$ cat src/design/ipd_ram.sv
`timescale 1ns / 1ps
// Generic simple dual-port RAM: one write port, one read port, registered read.
// Reads return the old contents when read and write hit the same address.
module ipd_ram #(
  parameter int WIDTH = 2,
  parameter int DEPTH = 1024
) (
  input  logic                     clk,
  input  logic                     we,
  input  logic [$clog2(DEPTH)-1:0] waddr,
  input  logic [WIDTH-1:0]         wdata,
  input  logic [$clog2(DEPTH)-1:0] raddr,
  output logic [WIDTH-1:0]         rdata
);

  logic [WIDTH-1:0] mem [DEPTH];

  always_ff @(posedge clk) begin
    if (we) begin
      mem[waddr] <= wdata;
    end
    rdata <= mem[raddr];
  end

endmodule

$ cat config.mk
export PLATFORM = sky130hd
export DESIGN_NAME = ipd_ram
export DESIGN_NICKNAME = d
export VERILOG_FILES = /design/src/design/ipd_ram.sv
export SDC_FILE = /design/constraint.sdc
export NUM_CORES = 2
export LEC_CHECK = 0
export BUFFER_PORTS_ARGS = -buffer_cell sky130_fd_sc_hd__buf_4
export CAP_MARGIN = 30
export CORE_UTILIZATION = 57
export CTS_BUF_LIST = sky130_fd_sc_hd__clkbuf_8 sky130_fd_sc_hd__clkbuf_16
export DETAILED_ROUTE_END_ITERATION = 6
export PLACE_DENSITY = 0.73
export SLEW_MARGIN = 20
export SYNTH_ARGS = -nofsm -noshare
export SYNTH_HDL_FRONTEND = slang
export SYNTH_SLANG_ARGS = --single-unit
$ cat constraint.sdc
create_clock -name clk -period 2.9 [get_ports clk]
set_input_delay 0.435 -clock clk [delete_from_list [all_inputs] [get_ports clk]]
set_output_delay 0.435 -clock clk [all_outputs]
set_load 0.005 [all_outputs]
==> run metrics <==
CTS Hold Bufs 0; die area 148000 sq um; Clock Power Share 42.0%; CTS tree yes; clk_lat worst skew 0.84 ns; Clock Tree Buf Depth 3; detailed-route DRC error count 6; DP HPWL 140 mm; CTS Buf Count 197; Sw Share 21.6%; Slew headroom 27.6%; number of enable flip-flop cells after synthesis 2048; sequential power share 52.3%; Seq/Total Area, Yosys 73.5%; Core Footprint 146000 sq um; Mapped Area 83800 sq um; distinct cell type count after synthesis 66; crit-path max cell delay 0.49 ns; leading area contributor after synthesis edfxtp_1; DP Worst Slack -1.13 ns; RSZ-0062 raised after global routing true; combinational power share 5.7%; count leader, synth edfxtp_1; synthesized instance count 4793; power per cell area 650 nW/um^2; Placed Instance Area 89400 sq um; Worst setup SP type flop; WL/cell 32.4 um; WP data arrival 3.63 ns; Vias/cell 6.73; drt pass-1 iters 7; status complete, but fails checks; maxcap violations 0; htree depth 4; Worst Hold Class in -> reg; Yosys warnings 0; routing usage on met2 49.8%; Area Overhead vs Synth 14.7%; cell-internal power 49.0 mW; worst-margin pin slew 1.09 ns; register area 61500 sq um; Rows 140; Top FF cell, synth edfxtp_1; Final Cell Area 96000 sq um; met1 usage 43.2%; setup TNS -0.0893 ns; hold_sp wdata[0]; vias in the first global route 48784; met3 Usage GRT 7.57%; overall routed net length 233 mm; clock-pin slew on the worst setup and hold paths 0.06 ns; fin crit period 2.95 ns; clock skew 0.0292 ns; Hold Violations, Final 0; fin crit share 102%; DR vias 48528; fin worst setup slack -0.0452 ns; Fmax 340 MHz; largest net degree at the start of global routing 173; CP dominant cell by count nand4_1; worst setup path class reg -> reg; initial detailed-routing violation count 7585; reg2reg start mem[15][1]; port buffer count 25; Tot GR Track Use 31.9%; Die Ht 385 um; crit path cell chain mux4_2 -> mux2_2 -> a22oi_1 -> buf_4 -> nand4_1 -> nand4_1 -> o31ai_2 -> o31ai_1 -> nand4_1; initial antenna violation count 8; nets 5149; max-slew violations 0; Switch Pwr 13.5 mW; clock root buffer clkbuf_16; FF-to-FF setup slack -0.05 ns; Peak supply drop 0.647 mV; Multi-input gate area 20500 sq um; failing checks design-rule violations, negative setup slack; layout cell share with drive strength beyond 1 25.1%; Yosys reg bits 2050; first-pass GRT wire length 335 mm; Critical Path Source mem[15][1]; GR peak layer met2; Initial Util 57.5%; most instantiated cells after synthesis 2048 x edfxtp_1, 1054 x nor2_1, 449 x mux4_2; Die W 385 um; fillcell total 9482; leading post-synthesis cells by cell area edfxtp_1 73%, mux4_2 12%, nor2_1 4.7%; slowest stage cell, crit path mux4_2; GP Congestion 0.874; post-synth top area share 73.4%; Mapped Avg Cell Area 17.5 sq um; Leakage 30.3 nW; final setup fails 2; Post-DRT Antenna Nets 0; IO Count 26; asr flop ratio synth 0%; CP required 3.58 ns; CP endpoint kind flop; clock sink total 2050; Max Fanout on Critical Path 2; GRT Residual Overflow 0; post-synth net total 4817
## path summary, 6_finish.rpt
path / to / cells past startpoint
max: rdata[1] / 9
min: mem[834][0] / 1
max reg2reg: rdata[1] / 9
min reg2reg: rdata[0] / 6
## cell type report
type	instances	share of cell area [%]
clock buffers	200	5.21
inverters	6	0.0274
repair buffers	529	5.15
well taps	1917	2.50
diodes	5	0.0130
clock inverters	165	1.64
multi-input cells	2341	21.4
flip-flops and latches	2050	64.1
## cells by family after synthesis
| kind of cell | share of synthesized area [%] |
|---|---|
| simple gates | 6.40 |
| buf+inv | 2.49 |
| flops | 73.5 |
| compound gates | 2.98 |
| mux | 14.7 |
## what timing repair did
item,in CTS,in global routing
endpoints found under the setup margin,2,2
resized for setup,8,6
pin swaps,0,5
setup buffers,0,1
## through the flow
stage	utilization (%)	hold WS (ns)	std cells	total power, mW
after global placement	61.3	0.894	6841	36.7
after detailed placement	61.3	0.898	6842	36.8
after CTS	65.9	0.00238	7207	62.5
after global routing	65.9	0.0302	7208	63.7
final	65.9	0.0489	7213	62.4
after floorplan	-	0.534	4793	35.0
## critical path: cells and delay by family (launching register included)
family	cells	cell delay (ns)
AND/OR/NAND/NOR	3	0.76
flip-flops	1	0.38
multiplexers	2	0.80
buffers and inverters	1	0.18
AO/OA/AOI/OAI	3	0.66
## power by group through the flow
stage          clock, mW  combinational, mW  sequential (mW)
2_1_floorplan          0               1.70             33.2
3_5_place_dp           0               3.50             33.3
3_3_place_gp           0               3.45             33.3
5_1_grt             27.4               3.70             32.6
4_1_cts             26.3               3.52             32.6
6_report            26.2               3.59             32.6
## metal layers
layer | wire length [um] | vias up | share of wire (%)
met1 | 81100 | 24884 | 35
met2 | 110000 | 3428 | 47
met4 | 11700 | 8 | 5.0
met5 | 55 | - | 0.024
li1 | - | 19568 | -
met3 | 30600 | 640 | 13
## state kept, by name (all words and copies together) (netlist names)
signal / cells
rdata: 2
mem: 2048
## cells in the final DEF, fill, tap and decap left out, types with 27 or more instances in the layout
cell type / n
nor3_1: 43
buf_12: 76
bufinv_16: 27
o221ai_1: 82
nand2_1: 89
clkbuf_16: 200
nor2_1: 1052
a22oi_1: 44
inv_1: 38
o21ai_0: 32
mux4_2: 449
mux2i_1: 205
o22ai_1: 45
a21oi_1: 70
buf_4: 448
edfxtp_1: 2048
clkinv_1: 46
clkinv_2: 37
(Power assumes the default switching activity.)
